--- config.mk ---
export PLATFORM = sky130hd
export DESIGN_NAME = source_token_scanner
export DESIGN_NICKNAME = d
export VERILOG_FILES = /design/src/rtl/core/sts_pkg.sv /design/src/rtl/core/source_token_scanner.sv /design/src/rtl/core/sts_front.sv /design/src/rtl/core/sts_fifo.sv /design/src/rtl/core/sts_back.sv
export VERILOG_INCLUDE_DIRS = /design/src /design/src/rtl/core
export SDC_FILE = /design/constraint.sdc
export NUM_CORES = 1
export LEC_CHECK = 0
export BUFFER_PORTS_ARGS = -buffer_cell sky130_fd_sc_hd__buf_2
export CAP_MARGIN = 20
export CORE_ASPECT_RATIO = 0.8
export CORE_MARGIN = 10
export CORE_UTILIZATION = 35
export CTS_CLUSTER_DIAMETER = 30
export DETAILED_ROUTE_END_ITERATION = 16
export GPL_ROUTABILITY_DRIVEN = 0
export GPL_TIMING_DRIVEN = 0
export PLACE_DENSITY = 0.54
export SKIP_CTS_REPAIR_TIMING = 1
export SLEW_MARGIN = 30
export SYNTH_ARGS = -nofsm -noshare
export SYNTH_HDL_FRONTEND = slang
export SYNTH_SLANG_ARGS = --single-unit
--- constraint.sdc ---
create_clock -name clk_i -period 13 [get_ports clk_i]
set_input_delay 2.6 -clock clk_i [delete_from_list [all_inputs] [get_ports clk_i]]
set_output_delay 2.6 -clock clk_i [all_outputs]
set_load 0.05 [all_outputs]
--- src/rtl/core/assert_macros.svh ---
// Assertion macros for the scanner RTL.
// Depends on nothing; included by files that carry concurrent checks.
`ifndef ASSERT_MACROS_SVH
`define ASSERT_MACROS_SVH
// Check an implication on every rising clock edge outside reset.
`define SCN_ASSERT(label, clk, rst_n, prop, msg) \
  label: assert property (@(posedge clk) disable iff (!rst_n) (prop)) else $error(msg);
// Check that a condition never holds outside reset.
`define SCN_NEVER(label, clk, rst_n, cond, msg) \
  label: assert property (@(posedge clk) disable iff (!rst_n) !(cond)) else $error(msg);
`endif

--- src/rtl/core/sts_pkg.sv ---
// Package for the source token scanner: payload and work structs, scan modes, token codes, helpers.
// Depends on nothing.
`timescale 1ns / 1ps
package sts_pkg;

  localparam int unsigned OffsetBitsDef = 24;
  localparam int unsigned LineBitsDef   = 16;
  localparam int unsigned DepthBitsDef  = 8;
  localparam int unsigned FieldOffBits  = 24;
  localparam int unsigned FieldLineBits = 16;

  typedef struct packed {
    logic [7:0] char_byte;
    logic       end_of_input;
  } in_item_t;

  typedef struct packed {
    logic [5:0]              token_type;
    logic [FieldOffBits-1:0] start_offset;
    logic [FieldOffBits-1:0] token_length;
    logic [FieldLineBits-1:0] line_number;
    logic [1:0]              error_kind;
    logic                    last_of_run;
  } out_item_t;

  typedef enum logic [3:0] {
    M_IDLE, M_IDENT, M_INT, M_DOT, M_FRAC, M_STR, M_LINEC, M_BLOCKC,
    M_SLASH, M_BANG, M_EQ, M_LT, M_GT, M_DONE
  } mode_e;

  localparam logic [5:0] T_DOT     = 6'd7;
  localparam logic [5:0] T_SLASH   = 6'd12;
  localparam logic [5:0] T_BANG    = 6'd15;
  localparam logic [5:0] T_EQUAL   = 6'd17;
  localparam logic [5:0] T_GREATER = 6'd19;
  localparam logic [5:0] T_LESS    = 6'd21;
  localparam logic [5:0] T_IDENT   = 6'd23;
  localparam logic [5:0] T_STRING  = 6'd24;
  localparam logic [5:0] T_NUMBER  = 6'd25;
  localparam logic [5:0] T_ERROR   = 6'd40;
  localparam logic [5:0] T_EOF     = 6'd41;

  localparam logic [1:0] ERR_NONE  = 2'd0;
  localparam logic [1:0] ERR_UNEXP = 2'd1;
  localparam logic [1:0] ERR_UNTERM = 2'd2;

  // Work for one byte, handed from the classifier to the emitter.
  typedef struct packed {
    logic       ev_valid;   // record a: flush of a pending token
    logic [5:0] a_type;
    logic       a_use_begin; // start from token_begin
    logic       a_dot_split; // number ending before a trailing dot
    logic [1:0] a_len_kind;  // 0 zero,1 one,2 two,3 span
    logic [1:0] a_err;
    logic       b_valid;    // record b: new token or closing token
    logic [5:0] b_type;
    logic       dot_valid;  // trailing dot of a number: at position-1, length 1
    logic [1:0] b_len_kind;
    logic [1:0] b_err;
    logic       b_str_end;  // string close: span+1
    logic       eof_valid;
  } work_t;

  localparam logic [1:0] LEN_ZERO = 2'd0;
  localparam logic [1:0] LEN_ONE  = 2'd1;
  localparam logic [1:0] LEN_TWO  = 2'd2;
  localparam logic [1:0] LEN_SPAN = 2'd3;

  function automatic logic is_alpha(input logic [7:0] c);
    return (c >= 8'h61 && c <= 8'h7a) || (c >= 8'h41 && c <= 8'h5a) || c == 8'h5f;
  endfunction

  function automatic logic is_digit(input logic [7:0] c);
    return c >= 8'h30 && c <= 8'h39;
  endfunction

  function automatic logic [63:0] pack_word(input logic [7:0] w [8]);
    logic [63:0] r;
    r = '0;
    for (int i = 0; i < 8; i++) r[8*i +: 8] = w[i];
    return r;
  endfunction

  // Keyword lookup on the first eight identifier bytes, byte 0 in the low lane.
  function automatic logic [5:0] word_type(input logic [63:0] w, input logic [3:0] n);
    logic [5:0] t;
    t = T_IDENT;
    unique case (n)
      4'd2: begin
        if (w[15:0] == 16'h6669) t = 6'd31;      // if
        else if (w[15:0] == 16'h726f) t = 6'd33; // or
      end
      4'd3: begin
        if (w[23:0] == 24'h646e61) t = 6'd26;      // and
        else if (w[23:0] == 24'h726f66) t = 6'd29; // for
        else if (w[23:0] == 24'h6e7566) t = 6'd30; // fun
        else if (w[23:0] == 24'h6c696e) t = 6'd32; // nil
        else if (w[23:0] == 24'h726176) t = 6'd36; // var
      end
      4'd4: begin
        if (w[31:0] == 32'h65736c65) t = 6'd27;      // else
        else if (w[31:0] == 32'h65757274) t = 6'd35; // true
      end
      4'd5: begin
        if (w[39:0] == 40'h65736c6166) t = 6'd28;      // false
        else if (w[39:0] == 40'h656c696877) t = 6'd37; // while
        else if (w[39:0] == 40'h6b61657262) t = 6'd38; // break
      end
      4'd6: if (w[47:0] == 48'h6e7275746572) t = 6'd34;  // return
      4'd8: if (w == 64'h65756e69746e6f63) t = 6'd39;    // continue
      default: t = T_IDENT;
    endcase
    return t;
  endfunction

endpackage

--- src/rtl/core/source_token_scanner.sv ---
// Top level of the source token scanner: front end, work queue, back end.
// Depends on sts_pkg, sts_front, sts_fifo, sts_back and assert_macros.svh.
`timescale 1ns / 1ps
`include "assert_macros.svh"
// Takes one source byte per cycle and emits token records. The front end
// accepts a byte every cycle unless the four-entry work queue is full; each
// byte yields zero to three records, and the back end sends them one at a
// time through a registered output, dropping a byte with none from the queue.
// Input runs at one byte per cycle while bytes average at most one record and
// the output is not stalled, and slows to the record rate otherwise. A record
// reaches the output ports through the work queue and the output register.
module source_token_scanner #(
  parameter int unsigned OffsetBits = sts_pkg::OffsetBitsDef,
  parameter int unsigned LineBits   = sts_pkg::LineBitsDef,
  parameter int unsigned DepthBits  = sts_pkg::DepthBitsDef
) (
  input  logic               clk_i,
  input  logic               rst_ni,
  input  logic               push,
  input  sts_pkg::in_item_t  in_item_i,
  output logic               full,
  output logic               empty,
  input  logic               pop,
  output sts_pkg::out_item_t out_item_o
);

  localparam int unsigned WW = $bits(sts_pkg::work_t) + 2*OffsetBits + 2*LineBits;

  sts_pkg::work_t        f_work, b_work;
  logic [OffsetBits-1:0] f_beg, f_pos, b_beg, b_pos;
  logic [LineBits-1:0]   f_line, f_lnext, b_line, b_lnext;
  logic                  q_full, q_empty, take, step, out_v;

  assign step = push && !q_full;
  assign full = q_full;

  sts_front #(.OffsetBits(OffsetBits), .LineBits(LineBits), .DepthBits(DepthBits)) u_front (
    .clk_i, .rst_ni, .step_i(step), .item_i(in_item_i), .work_o(f_work),
    .begin_o(f_beg), .pos_o(f_pos), .line_o(f_line), .line_next_o(f_lnext)
  );

  sts_fifo #(.Width(WW), .Depth(4)) u_queue (
    .clk_i, .rst_ni, .push_i(step),
    .data_i({f_work, f_beg, f_pos, f_line, f_lnext}), .full_o(q_full),
    .pop_i(take), .data_o({b_work, b_beg, b_pos, b_line, b_lnext}), .empty_o(q_empty)
  );

  sts_back #(.OffsetBits(OffsetBits), .LineBits(LineBits)) u_back (
    .clk_i, .rst_ni, .avail_i(!q_empty), .work_i(b_work), .begin_i(b_beg), .pos_i(b_pos),
    .line_i(b_line), .line_b_i(b_lnext), .take_o(take), .valid_o(out_v),
    .item_o(out_item_o), .ready_i(pop)
  );

  assign empty = !out_v;

  `SCN_ASSERT(a_take_needs_work, clk_i, rst_ni, take |-> !q_empty, "queue popped while empty")
  `SCN_ASSERT(a_stall_holds, clk_i, rst_ni, (out_v && !pop) |=> $stable(out_item_o), "result changed under stall")
  `SCN_NEVER(a_no_push_full, clk_i, rst_ni, step && q_full, "queue written while full")

endmodule

--- src/rtl/core/sts_front.sv ---
// Front end: scan state machine, one byte per cycle when stepped, classifies each byte.
// Depends on sts_pkg. Sends a work descriptor plus positions to the back end.
`timescale 1ns / 1ps
module sts_front #(
  parameter int unsigned OffsetBits = sts_pkg::OffsetBitsDef,
  parameter int unsigned LineBits   = sts_pkg::LineBitsDef,
  parameter int unsigned DepthBits  = sts_pkg::DepthBitsDef
) (
  input  logic                  clk_i,
  input  logic                  rst_ni,
  input  logic                  step_i,
  input  sts_pkg::in_item_t     item_i,
  output sts_pkg::work_t        work_o,
  output logic [OffsetBits-1:0] begin_o,
  output logic [OffsetBits-1:0] pos_o,
  output logic [LineBits-1:0]   line_o,
  output logic [LineBits-1:0]   line_next_o
);

  localparam logic [OffsetBits-1:0] OffMax = '1;
  localparam logic [LineBits-1:0]   LinMax = '1;
  localparam logic [DepthBits-1:0]  DepMax = '1;

  sts_pkg::mode_e         mode_q, mode_d;
  logic [OffsetBits-1:0]  begin_q, begin_d, pos_q;
  logic [LineBits-1:0]    line_q, line_d;
  logic [7:0]             word_q [8];
  logic [3:0]             wlen_q, wlen_d;
  logic [DepthBits-1:0]   depth_q, depth_d;
  logic [1:0]             pair_q, pair_d;
  logic                   esc_q, esc_d;
  logic                   wr_word, wr_first;
  sts_pkg::work_t         w;

  logic [7:0] c;
  logic       fin, restart, nl;
  logic [5:0] hold_type;

  always_comb begin
    c = item_i.char_byte;
    fin = item_i.end_of_input || (c == 8'h00);
  end

  // Type of a pending token that a flush would complete.
  always_comb begin
    unique case (mode_q)
      sts_pkg::M_IDENT: hold_type = sts_pkg::word_type(sts_pkg::pack_word(word_q), wlen_q);
      sts_pkg::M_BANG:  hold_type = sts_pkg::T_BANG;
      sts_pkg::M_EQ:    hold_type = sts_pkg::T_EQUAL;
      sts_pkg::M_LT:    hold_type = sts_pkg::T_LESS;
      sts_pkg::M_GT:    hold_type = sts_pkg::T_GREATER;
      sts_pkg::M_SLASH: hold_type = sts_pkg::T_SLASH;
      sts_pkg::M_STR:   hold_type = sts_pkg::T_ERROR;
      default:          hold_type = sts_pkg::T_NUMBER;
    endcase
  end

  // Next state and work descriptor.
  always_comb begin
    mode_d = mode_q;
    begin_d = begin_q;
    line_d = line_q;
    wlen_d = wlen_q;
    depth_d = depth_q;
    pair_d = pair_q;
    esc_d = esc_q;
    wr_word = 1'b0;
    wr_first = 1'b0;
    restart = 1'b0;
    nl = 1'b0;
    w = '0;
    if (mode_q == sts_pkg::M_DONE) begin
      w.eof_valid = 1'b1;
    end else if (fin) begin
      w.eof_valid = 1'b1;
      mode_d = sts_pkg::M_DONE;
      if (mode_q != sts_pkg::M_IDLE && mode_q != sts_pkg::M_LINEC &&
          mode_q != sts_pkg::M_BLOCKC) begin
        w.ev_valid = 1'b1;
        w.a_type = hold_type;
        w.a_use_begin = 1'b1;
        w.a_err = (mode_q == sts_pkg::M_STR) ? sts_pkg::ERR_UNTERM : sts_pkg::ERR_NONE;
        w.a_len_kind = (mode_q == sts_pkg::M_STR) ? sts_pkg::LEN_ZERO :
                       (mode_q == sts_pkg::M_IDENT || mode_q == sts_pkg::M_INT ||
                        mode_q == sts_pkg::M_FRAC || mode_q == sts_pkg::M_DOT) ?
                       sts_pkg::LEN_SPAN : sts_pkg::LEN_ONE;
        w.a_dot_split = (mode_q == sts_pkg::M_DOT);
        w.dot_valid = (mode_q == sts_pkg::M_DOT);
      end
    end else begin
      unique case (mode_q)
        sts_pkg::M_IDLE: restart = 1'b1;
        sts_pkg::M_IDENT: begin
          if (sts_pkg::is_alpha(c) || sts_pkg::is_digit(c)) begin
            wr_word = (wlen_q < 4'd8);
            if (wlen_q < 4'd9) wlen_d = wlen_q + 4'd1;
          end else restart = 1'b1;
        end
        sts_pkg::M_INT: begin
          if (c == 8'h2e) mode_d = sts_pkg::M_DOT;
          else if (!sts_pkg::is_digit(c)) restart = 1'b1;
        end
        sts_pkg::M_DOT: begin
          if (sts_pkg::is_digit(c)) mode_d = sts_pkg::M_FRAC;
          else restart = 1'b1;
        end
        sts_pkg::M_FRAC: if (!sts_pkg::is_digit(c)) restart = 1'b1;
        sts_pkg::M_STR: begin
          if (esc_q) esc_d = 1'b0;
          else if (c == 8'h22) begin
            mode_d = sts_pkg::M_IDLE;
            w.b_valid = 1'b1;
            w.b_type = sts_pkg::T_STRING;
            w.b_len_kind = sts_pkg::LEN_SPAN;
            w.b_str_end = 1'b1;
          end else begin
            nl = (c == 8'h0a);
            if (c == 8'h5c) esc_d = 1'b1;
          end
        end
        sts_pkg::M_LINEC: begin
          if (c == 8'h0a) begin
            nl = 1'b1;
            mode_d = sts_pkg::M_IDLE;
          end
        end
        sts_pkg::M_BLOCKC: begin
          pair_d = 2'd0;
          if (pair_q == 2'd1 && c == 8'h2a) begin
            if (depth_q < DepMax) depth_d = depth_q + 1'b1;
          end else if (pair_q == 2'd2 && c == 8'h2f) begin
            if (depth_q > '0) depth_d = depth_q - 1'b1;
            if (depth_q <= {{(DepthBits-1){1'b0}}, 1'b1}) mode_d = sts_pkg::M_IDLE;
          end else if (c == 8'h2f) pair_d = 2'd1;
          else if (c == 8'h2a) pair_d = 2'd2;
          else nl = (c == 8'h0a);
        end
        sts_pkg::M_SLASH: begin
          if (c == 8'h2f) mode_d = sts_pkg::M_LINEC;
          else if (c == 8'h2a) begin
            mode_d = sts_pkg::M_BLOCKC;
            depth_d = {{(DepthBits-1){1'b0}}, 1'b1};
            pair_d = 2'd0;
          end else restart = 1'b1;
        end
        sts_pkg::M_BANG, sts_pkg::M_EQ, sts_pkg::M_LT, sts_pkg::M_GT: begin
          if (c == 8'h3d) begin
            mode_d = sts_pkg::M_IDLE;
            w.b_valid = 1'b1;
            w.b_type = hold_type + 6'd1;
            w.b_len_kind = sts_pkg::LEN_TWO;
          end else restart = 1'b1;
        end
        default: ;
      endcase
      if (restart) begin
        // Flush what the previous mode held, then start on this byte.
        if (mode_q != sts_pkg::M_IDLE) begin
          w.ev_valid = 1'b1;
          w.a_type = hold_type;
          w.a_use_begin = 1'b1;
          w.a_dot_split = (mode_q == sts_pkg::M_DOT);
          w.dot_valid = (mode_q == sts_pkg::M_DOT);
          w.a_len_kind = (mode_q == sts_pkg::M_SLASH || mode_q == sts_pkg::M_BANG ||
                          mode_q == sts_pkg::M_EQ || mode_q == sts_pkg::M_LT ||
                          mode_q == sts_pkg::M_GT) ? sts_pkg::LEN_ONE : sts_pkg::LEN_SPAN;
        end
        mode_d = sts_pkg::M_IDLE;
        begin_d = pos_q;
        if (sts_pkg::is_alpha(c)) begin
          mode_d = sts_pkg::M_IDENT;
          wr_first = 1'b1;
          wlen_d = 4'd1;
        end else if (sts_pkg::is_digit(c)) mode_d = sts_pkg::M_INT;
        else begin
          w.b_len_kind = sts_pkg::LEN_ONE;
          w.b_valid = 1'b1;
          case (c)
            8'h20, 8'h0d, 8'h09: w.b_valid = 1'b0;
            8'h0a: begin
              w.b_valid = 1'b0;
              nl = 1'b1;
            end
            8'h28: w.b_type = 6'd0;
            8'h29: w.b_type = 6'd1;
            8'h7b: w.b_type = 6'd2;
            8'h7d: w.b_type = 6'd3;
            8'h5b: w.b_type = 6'd4;
            8'h5d: w.b_type = 6'd5;
            8'h2c: w.b_type = 6'd6;
            8'h2e: w.b_type = 6'd7;
            8'h2d: w.b_type = 6'd8;
            8'h2b: w.b_type = 6'd9;
            8'h3b: w.b_type = 6'd10;
            8'h3a: w.b_type = 6'd11;
            8'h2a: w.b_type = 6'd13;
            8'h25: w.b_type = 6'd14;
            8'h2f: begin w.b_valid = 1'b0; mode_d = sts_pkg::M_SLASH; end
            8'h21: begin w.b_valid = 1'b0; mode_d = sts_pkg::M_BANG; end
            8'h3d: begin w.b_valid = 1'b0; mode_d = sts_pkg::M_EQ; end
            8'h3c: begin w.b_valid = 1'b0; mode_d = sts_pkg::M_LT; end
            8'h3e: begin w.b_valid = 1'b0; mode_d = sts_pkg::M_GT; end
            8'h22: begin
              w.b_valid = 1'b0;
              mode_d = sts_pkg::M_STR;
              esc_d = 1'b0;
            end
            default: begin
              w.b_type = sts_pkg::T_ERROR;
              w.b_len_kind = sts_pkg::LEN_ZERO;
              w.b_err = sts_pkg::ERR_UNEXP;
            end
          endcase
        end
      end
      if (nl && line_q != LinMax) line_d = line_q + 1'b1;
    end
  end

  always_ff @(posedge clk_i or negedge rst_ni) begin
    if (!rst_ni) begin
      mode_q <= sts_pkg::M_IDLE;
      begin_q <= '0;
      pos_q <= '0;
      line_q <= {{(LineBits-1){1'b0}}, 1'b1};
      wlen_q <= '0;
      depth_q <= '0;
      pair_q <= '0;
      esc_q <= 1'b0;
    end else if (step_i) begin
      mode_q <= mode_d;
      begin_q <= begin_d;
      line_q <= line_d;
      wlen_q <= wlen_d;
      depth_q <= depth_d;
      pair_q <= pair_d;
      esc_q <= esc_d;
      if (mode_q != sts_pkg::M_DONE && !fin && pos_q != OffMax) pos_q <= pos_q + 1'b1;
    end
  end

  always_ff @(posedge clk_i) begin
    if (step_i && wr_first) word_q[0] <= c;
    else if (step_i && wr_word) word_q[wlen_q[2:0]] <= c;
  end

  assign work_o = w;
  assign begin_o = begin_q;
  assign pos_o = pos_q;
  assign line_o = line_q;
  assign line_next_o = line_d;

endmodule

--- src/rtl/core/sts_fifo.sv ---
// Short queue between front and back ends.
// Depends on nothing but its parameters; generic payload width.
`timescale 1ns / 1ps
module sts_fifo #(
  parameter int unsigned Width = 8,
  parameter int unsigned Depth = 4
) (
  input  logic             clk_i,
  input  logic             rst_ni,
  input  logic             push_i,
  input  logic [Width-1:0] data_i,
  output logic             full_o,
  input  logic             pop_i,
  output logic [Width-1:0] data_o,
  output logic             empty_o
);

  localparam int unsigned AW = (Depth > 1) ? $clog2(Depth) : 1;

  logic [Width-1:0] mem_q [Depth];
  logic [AW-1:0]    wr_q, rd_q;
  logic [AW:0]      cnt_q;
  logic             do_push, do_pop;

  assign full_o = (cnt_q == (AW+1)'(Depth));
  assign empty_o = (cnt_q == '0);
  assign do_push = push_i && !full_o;
  assign do_pop = pop_i && !empty_o;
  assign data_o = mem_q[rd_q];

  always_ff @(posedge clk_i) begin
    if (do_push) mem_q[wr_q] <= data_i;
  end

  always_ff @(posedge clk_i or negedge rst_ni) begin
    if (!rst_ni) begin
      wr_q <= '0;
      rd_q <= '0;
      cnt_q <= '0;
    end else begin
      if (do_push) wr_q <= (wr_q == AW'(Depth - 1)) ? '0 : wr_q + 1'b1;
      if (do_pop) rd_q <= (rd_q == AW'(Depth - 1)) ? '0 : rd_q + 1'b1;
      cnt_q <= cnt_q + (AW+1)'(do_push) - (AW+1)'(do_pop);
    end
  end

endmodule

--- src/rtl/core/sts_back.sv ---
// Back end: expands one work descriptor into up to three token records.
// Depends on sts_pkg. One record per cycle to the output register while the output is not stalled.
`timescale 1ns / 1ps
module sts_back #(
  parameter int unsigned OffsetBits = sts_pkg::OffsetBitsDef,
  parameter int unsigned LineBits   = sts_pkg::LineBitsDef
) (
  input  logic                  clk_i,
  input  logic                  rst_ni,
  input  logic                  avail_i,
  input  sts_pkg::work_t        work_i,
  input  logic [OffsetBits-1:0] begin_i,
  input  logic [OffsetBits-1:0] pos_i,
  input  logic [LineBits-1:0]   line_i,
  input  logic [LineBits-1:0]   line_b_i,
  output logic                  take_o,
  output logic                  valid_o,
  output sts_pkg::out_item_t    item_o,
  input  logic                  ready_i
);

  localparam int unsigned FO = sts_pkg::FieldOffBits;
  localparam int unsigned FL = sts_pkg::FieldLineBits;

  logic [1:0] done_q, done_d;  // records already sent of this work item
  logic [3:0] present;         // slots in order a, dot, b, eof
  logic [2:0] need;
  logic [1:0] sel, seen;
  logic       found;
  logic       last, fire;
  logic [OffsetBits-1:0] dotp, st, len, spn, spn_end, str_spn;
  logic [LineBits-1:0]   ln;
  logic [5:0] typ;
  logic [1:0] err;
  logic       out_v_q;
  sts_pkg::out_item_t out_q;

  function automatic logic [FO-1:0] sat_off(input logic [OffsetBits-1:0] v);
    logic [FO-1:0] r;
    if (OffsetBits > FO) r = (v > OffsetBits'({FO{1'b1}})) ? '1 : FO'(v);
    else r = FO'(v);
    return r;
  endfunction

  function automatic logic [FL-1:0] sat_line(input logic [LineBits-1:0] v);
    logic [FL-1:0] r;
    if (LineBits > FL) r = (v > LineBits'({FL{1'b1}})) ? '1 : FL'(v);
    else r = FL'(v);
    return r;
  endfunction

  always_comb begin
    present = {work_i.eof_valid, work_i.b_valid, work_i.dot_valid, work_i.ev_valid};
    need = {2'b0, present[0]} + {2'b0, present[1]} + {2'b0, present[2]} +
           {2'b0, present[3]};
    // Pick the record index done_q among the present ones in order a, dot, b, eof.
    sel = 2'd3;
    seen = 2'd0;
    found = 1'b0;
    for (int i = 0; i < 4; i++) begin
      if (present[i] && !found) begin
        if (seen == done_q) begin
          sel = 2'(i);
          found = 1'b1;
        end
        seen = seen + 2'd1;
      end
    end
    last = ({1'b0, done_q} + 3'd1 >= need);
    dotp = (pos_i != '0) ? pos_i - 1'b1 : '0;
    spn_end = work_i.a_dot_split ? dotp : pos_i;
    spn = (spn_end > begin_i) ? spn_end - begin_i : '0;
    str_spn = (pos_i > begin_i) ? pos_i - begin_i : '0;
    st = pos_i;
    len = '0;
    typ = sts_pkg::T_EOF;
    err = sts_pkg::ERR_NONE;
    ln = line_b_i;
    case (sel)
      2'd0: begin
        typ = work_i.a_type;
        err = work_i.a_err;
        st = begin_i;
        ln = line_i;
        case (work_i.a_len_kind)
          sts_pkg::LEN_ZERO: len = '0;
          sts_pkg::LEN_ONE:  len = OffsetBits'(1);
          sts_pkg::LEN_TWO:  len = OffsetBits'(2);
          default:           len = spn;
        endcase
      end
      2'd1: begin
        typ = sts_pkg::T_DOT;
        st = dotp;
        len = OffsetBits'(1);
        ln = line_i;
      end
      2'd2: begin
        typ = work_i.b_type;
        err = work_i.b_err;
        st = (work_i.b_str_end || work_i.b_len_kind == sts_pkg::LEN_TWO) ? begin_i : pos_i;
        case (work_i.b_len_kind)
          sts_pkg::LEN_ZERO: len = '0;
          sts_pkg::LEN_ONE:  len = OffsetBits'(1);
          sts_pkg::LEN_TWO:  len = OffsetBits'(2);
          default:           len = (str_spn == '1) ? '1 : str_spn + 1'b1;
        endcase
      end
      default: ;
    endcase
  end

  assign fire = avail_i && (need != 3'd0) && (!out_v_q || ready_i);
  assign take_o = avail_i && ((need == 3'd0) || (fire && last));
  assign done_d = take_o ? 2'd0 : fire ? done_q + 2'd1 : done_q;

  always_ff @(posedge clk_i or negedge rst_ni) begin
    if (!rst_ni) begin
      done_q <= '0;
      out_v_q <= 1'b0;
    end else begin
      done_q <= done_d;
      if (fire) out_v_q <= 1'b1;
      else if (ready_i) out_v_q <= 1'b0;
    end
  end

  always_ff @(posedge clk_i) begin
    if (fire) begin
      out_q.token_type <= typ;
      out_q.start_offset <= sat_off(st);
      out_q.token_length <= sat_off(len);
      out_q.line_number <= sat_line(ln);
      out_q.error_kind <= err;
      out_q.last_of_run <= last;
    end
  end

  assign valid_o = out_v_q;
  assign item_o = out_q;

endmodule
-- Word level (Yosys, flattened, before mapping)
Memory sizes are Yosys's and may differ from the RTL's.
Cells that the tools add are included.
- flip-flop bits (word level): 230
- bits in writable memories: 428
- input bits: 13
- output and inout bits: 75
- logic and storage cells: 408
- memories: 1
- $add $sub $neg: 21
- $lt $le $gt $ge: 16
- eq/ne operators: 94
- mux-type cells: 173
- bitwise operators: 4
- reductions and logical operators: 72
- memory list (memory ; depth ; width ; rd ports ; clocked after memory_dff ; wr ports ; line ; source):
    u_queue.mem_q ; 4 ; 107 ; 1 ; 0 ; 1 ; sts_fifo.sv:20 ; logic [Width-1:0] mem_q [Depth];
- operator list (kind ; number):
    24-bit case mux with 3 select lines ; 4
    24-bit two-way mux ; 6
    8-bit by 6-bit equality test with 1-bit output, second input constant ; 17
    24-bit by 23-bit equality test with 1-bit output, second input constant ; 5
    40-bit by 39-bit equality test with 1-bit output, second input constant ; 3
    6-bit case mux with 15 select lines ; 1
    4-bit two-way mux ; 22
    6-bit two-way mux ; 14
    64-bit bitwise mux ; 1
    32-bit by 31-bit equality test with 1-bit output, second input constant ; 2
    64-bit by 63-bit equality test with 1-bit output, second input constant ; 1
    16-bit two-way mux ; 4
    64-bit two-way mux ; 1
    8-bit two-way mux ; 8
    1-bit two-way mux ; 57
    2-bit two-way mux ; 28
    24-bit by 1-bit adder with 24-bit output, second input constant ; 2
    48-bit by 47-bit equality test with 1-bit output, second input constant ; 1
    8-bit by 7-bit equality test with 1-bit output, second input constant ; 6
    24-bit greater-than comparator ; 2
    24-bit subtractor ; 2
    7-bit two-way mux ; 6
    6-bit case mux with 7 select lines ; 1
    6-bit case mux with 6 select lines ; 1
    84 further kinds ; 185

-- Depth between registers and ports, before layout
- word-level depth: 17
- depth in mapped cells: 28
- gate-level depth less buffers: 22

-- Cells and area by module
Synthesis repeated with hierarchy kept, for this count alone.
- cell total of the unflattened synthesis: 2399
- area, all modules: 32493.7 um2
- by module, submodules not included (module ; instances ; cells an instance ; area an instance (um2) ; seq. area each (um2)):
    sts_fifo ; 1 ; 598 ; 15841.4 ; 13027.5
    sts_front ; 1 ; 830 ; 8562.0 ; 4000.1
    sts_back ; 1 ; 968 ; 8069.0 ; 2267.2
    source_token_scanner ; 1 ; 3 ; 21.3 ; 0.0

-- Worst setup path before layout
Ideal clock, no wire load.
- path type: flip-flop to flip-flop
- from: reg u_queue.rd_q[0]
- to: reg u_back.done_q[1]
- setup time: 0.134 ns
- arrival: 6.943 ns
- required time: 12.866 ns
- path slack: 5.923 ns
- cell stages (with the launch flop): 18
- path buffers: 6
- period minus slack after synthesis: 7.077 ns
- path through: dfrtp_1 > buf_6 > buf_4 > buf_4 > buf_4 > buf_2 > buf_1 > mux4_2 > inv_1 > fa_1 > inv_1 > ha_1 > inv_1 > nand3_1 > nand2b_1 > nor2b_1 > mux2i_1 > nor2_1
- longest elaborated chain between the ends: 11
- elaborated cells between the ends (all ways): 14
- classes of those cells: 3 x add/sub; 1 x order compare; 1 x mux; 8 x reduce/logical; 1 x memory
- ends and longest elaborated chain (item ; line ; source):
    start, declared ; sts_fifo.sv:21 ; logic [AW-1:0] wr_q, rd_q;
    start signal, assigned ; sts_fifo.sv:42 ; if (do_pop) rd_q <= (rd_q == AW'(Depth - 1)) ? '0 : rd_q + 1'b1;
    memory read 4 x 107 bit (*) ; n/a ;
    1-bit by 1-bit adder with 2-bit output ; sts_back.sv:54 ; need = {2'b0, present[0]} + {2'b0, present[1]} + {2'b0, present[2]} +
    3-bit by 1-bit adder with 3-bit output ; sts_back.sv:54 ;
    3-bit by 1-bit adder with 3-bit output (*) ; sts_back.sv:54 ;
    3-bit nonzero test (*) ; sts_back.sv:113 ; assign fire = avail_i && (need != 3'd0) && (!out_v_q || ready_i);
    1-bit logical AND (*) (2 in series) ; sts_back.sv:113 ;
    net u_back.fire ; sts_back.sv:30 ; logic last, fire;
    1-bit logical AND ; sts_back.sv:114 ; assign take_o = avail_i && ((need == 3'd0) || (fire && last));
    1-bit logical OR ; sts_back.sv:114 ;
    1-bit logical AND ; sts_back.sv:114 ;
    2-bit two-way mux or 2-bit nonzero test (tied branches) ; n/a ;
    end signal, assigned ; sts_back.sv:122 ; done_q <= done_d;
    end, declared ; sts_back.sv:25 ; logic [1:0] done_q, done_d;
Mark *: on every way through the listed nets, which the timed path passes. The rest lies on a longest branch.
A chain may end at the register's enable or synchronous reset.

-- Worst setup path in the final report
- from: reg u_queue.rd_q[1]
- to: reg u_back.out_q (netlist bit u_back.item_o[32]), data pin
- longest elaborated chain between the ends: 13
- elaborated cells between the ends (all ways): 52
- classes of those cells: 6 x add/sub; 2 x order compare; 10 x eq/ne; 23 x mux; 10 x reduce/logical; 1 x memory
- ends and longest elaborated chain (item ; line ; source):
    memory read 4 x 107 bit (*) ; n/a ;
    parallel branches: the longest is 11 deep, another holds 24-bit by 1-bit subtractor with 24-bit output ; n/a ;
    24-bit case mux with 3 select lines (*) ; sts_back.sv:79 ; case (sel)
    end, declared ; sts_back.sv:36 ; sts_pkg::out_item_t out_q;
Mark *: on every way between the ends.

==> key figures <==
Timing
  – Worst Skew: 34.2 ps
  – Max Fclk: 0.113 GHz
  – Max-slew violations: 0
  – Final min period: ~9000 ps
  – Final Cycle Share: 68.4%
  – Slew @ Worst Pin: 983 ps
  – RSZ-0062 raised after global routing: false
  – Worst setup margin: just over 4000 ps
  – Final hold viol count: 0
  – Slew HR: between 30% and 40%
  – Final setup viols: 0
  – Setup TNS: 0 ps

Worst setup path
  – Max stage delay on crit path: 680 ps
  – Data required time at the worst endpoint: 13,440 ps
  – Crit path DAT: 9330 ps
  – Worst setup EP type: register
  – Startpoint type of the worst setup path: register
  – Critical path class: register to register
  – CP max stage cell: nor4_4
  – CP max FO: 10
  – Crit path top cell by count: buf_2

Clocking
  – Total CTS buffers: 111
  – CTS tree: done
  – Clk root buf: clkbuf_16
  – H-tree depth: 3
  – Clock slew at reported path FFs: around 50 ps
  – Num Clock Sinks: 642
  – Clk_lat worst skew: a little under 700 ps
  – Clk buf depth: 3

Routing
  – Post-detailed-route count of antenna-violating nets: 0
  – Post-DR wirelength/cell: around 22 µm
  – Routed vias: between 20k and 25k
  – Detailed-route vias per instance: roughly 5.5
  – Total Wirelength: 85,700 µm
  – Drt first pass iters: 9
  – Iter 0 DRT Violations: 2,093
  – DRC errors left: 0

Finish
  – Share of layout cells above drive strength 1: 21.0%
  – Commonest non-fill, non-tap cell in the layout: edfxtp_1
  – Nets@finish: 2,663
  – Post-route cell area: between 30,000 and 40,000 µm²
  – Area grow syn2layout: 20.5%
  – Commonest non-fill, non-tap cells in the layout: edfxtp_1, nand2_1, nor2_1

Floorplanning
  – Starting density of the core: 35.2%
  – Top Ports: 88
  – Die Span X: 355 µm
  – FP Rows: 98
  – Die Span Y: 288 µm
  – Die area: 102,000 µm²
  – Core ar.: 89,100 µm²

Synthesis
  – Mapped Nets: around 2.4k
  – Area of the mapped netlist: 31,400 µm²
  – Ys flop type: edfxtp_1
  – #FFs+latches synth: 642
  – Yosys cell types: 104
  – Asr flop ratio synth: 14.5%
  – Avg Cell Area, Syn: 13.3 µm²
  – Gate Count Post-Synth: ~2.4k
  – Yosys top cell area share: 52.5%
  – Seq/Total Area, Yosys: between 50% and 60%
  – EDFF count, synth: roughly 550
  – Synth top area cells: edfxtp_1, dfrtp_1, mux4_2
  – YS warnings: 0
  – Yosys top cell by area: edfxtp_1

Global route
  – First-pass GRT wire length: 131,000 µm
  – Initial antenna violation count: 1
  – Largest net degree at the start of global routing: 65
  – Vias in the first global route: 21.2k
  – GR Overflow Total: 0
  – GRT Util Overall: 16.6%

Min path
  – Min-delay worst type: register to register

Placement
  – Place WS: 3860 ps
  – Placed Area: about 34,000 µm²
  – # port buffers: 87
  – DP HPWL: slightly above 60,000 µm

Outcome
  – Status: completed

Run
  – Max-Cap Viols: 0
[metrics by stage]
stage / instances / hold slack (ps) / utilization, %
global route: 3863 / 536 / 42.4
detailed placement: 3655 / 498 / 37.8
floorplan: 2351 / 460 / -
global placement: 3638 / 477 / 37.4
finish: 3866 / 510 / 42.4
CTS: 3863 / 514 / 42.4
[logic make-up after synthesis]
| kind of cell | count (synthesis) | share of synthesized area, % |
|---|---|---|
| other | 1 | 0.0120 |
| buffers and inverters | 171 | 2.33 |
| multiplexers | 159 | 9.30 |
| adder cells (fa/ha/maj) | 82 | 3.37 |
| AO/OA/AOI/OAI | 440 | 9.14 |
| flip-flops | 642 | 60.0 |
| AND/OR/NAND/NOR | 733 | 12.5 |
| XOR/XNOR | 123 | 3.43 |
[worst paths after layout]
kind | from | to | slack [ps] | depth (start not counted)
min reg2reg | u_front.begin_o[16] | u_queue.mem_q[2][72] | 510 | 0
min | u_front.begin_o[16] | u_queue.mem_q[2][72] | 510 | 0
max | u_queue.rd_q[1] | u_back.item_o[32] | 4110 | 28
max in group asynchronous | rst_ni | u_front.pos_o[17] | 10530 | 2
min in group asynchronous | rst_ni | u_front.line_o[8] | 1780 | 1
max reg2reg | u_queue.rd_q[1] | u_back.item_o[32] | 4110 | 28
[worst max-delay path, delay by kind of cell (launching register included)]
family / cells / cell delay, ps
flip-flops: 1 / 340
AO/OA/AOI/OAI: 4 / 620
AND/OR/NAND/NOR: 9 / 2450
buffers and inverters: 12 / 4330
multiplexers: 1 / 370
adder cells (fa/ha/maj): 2 / 470
[cells in the mapped netlist (all sizes together), types with 10 or more instances]
library cell,count
xor2,53
nor2b,22
mux4,101
nor2,162
o21a,18
nand4b,11
a31oi,18
mux2,49
o211ai,13
inv,77
and2,30
nand2,183
and4,10
nand4,31
nor3,59
nor4,22
nand3,57
edfxtp,549
a21o,25
or3,13
o22ai,14
o21ai,126
ha,78
nand2b,22
dfrtp,92
and3,29
xnor2,70
nand3b,10
o31ai,31
or2,14
a211oi,17
clkbuf,46
buf,46
a21oi,102
nor3b,16
[cell type report]
class	instances	area (µm²)
Timing Repair Buffer	104	813
Fill cell	8170	51400
Clock buffer	116	2820
Antenna cell	3	7.51
Buffer	92	444
Tap cell	1200	1500
Multi-Input combinational cell	1538	11900
Sequential cell	642	18800
Inverter	79	297
Clock inverter	92	1220
[metal layers]
metal | part of all wire [%] | up-vias | track usage, %
met2 | 45 | 859 | 25.6
met5 | 0 | - | 0
li1 | - | 9572 | -
met1 | 45 | 10700 | 23.6
met4 | 2.3 | 0 | 4.27
met3 | 7.1 | 150 | 3.71
[sequential cells by signal, indices dropped and copies added (netlist names)]
signal	flops
u_queue.mem_q	412
u_back.item_o	73
u_front.word_q	64
u_front.begin_o	24
u_front.pos_o	24
u_front.line_o	16
u_front.depth_q	8
u_front.mode_q	4
u_front.wlen_q	4
u_queue.cnt_q	3
u_back.done_q	2
u_front.pair_q	2
u_queue.rd_q	2
u_queue.wr_q	2
u_back.valid_o	1
u_front.esc_q	1
Power is left out: the tool's default activity adds up to more than one toggle a clock period on the data nets, which glitch-free logic cannot reach.
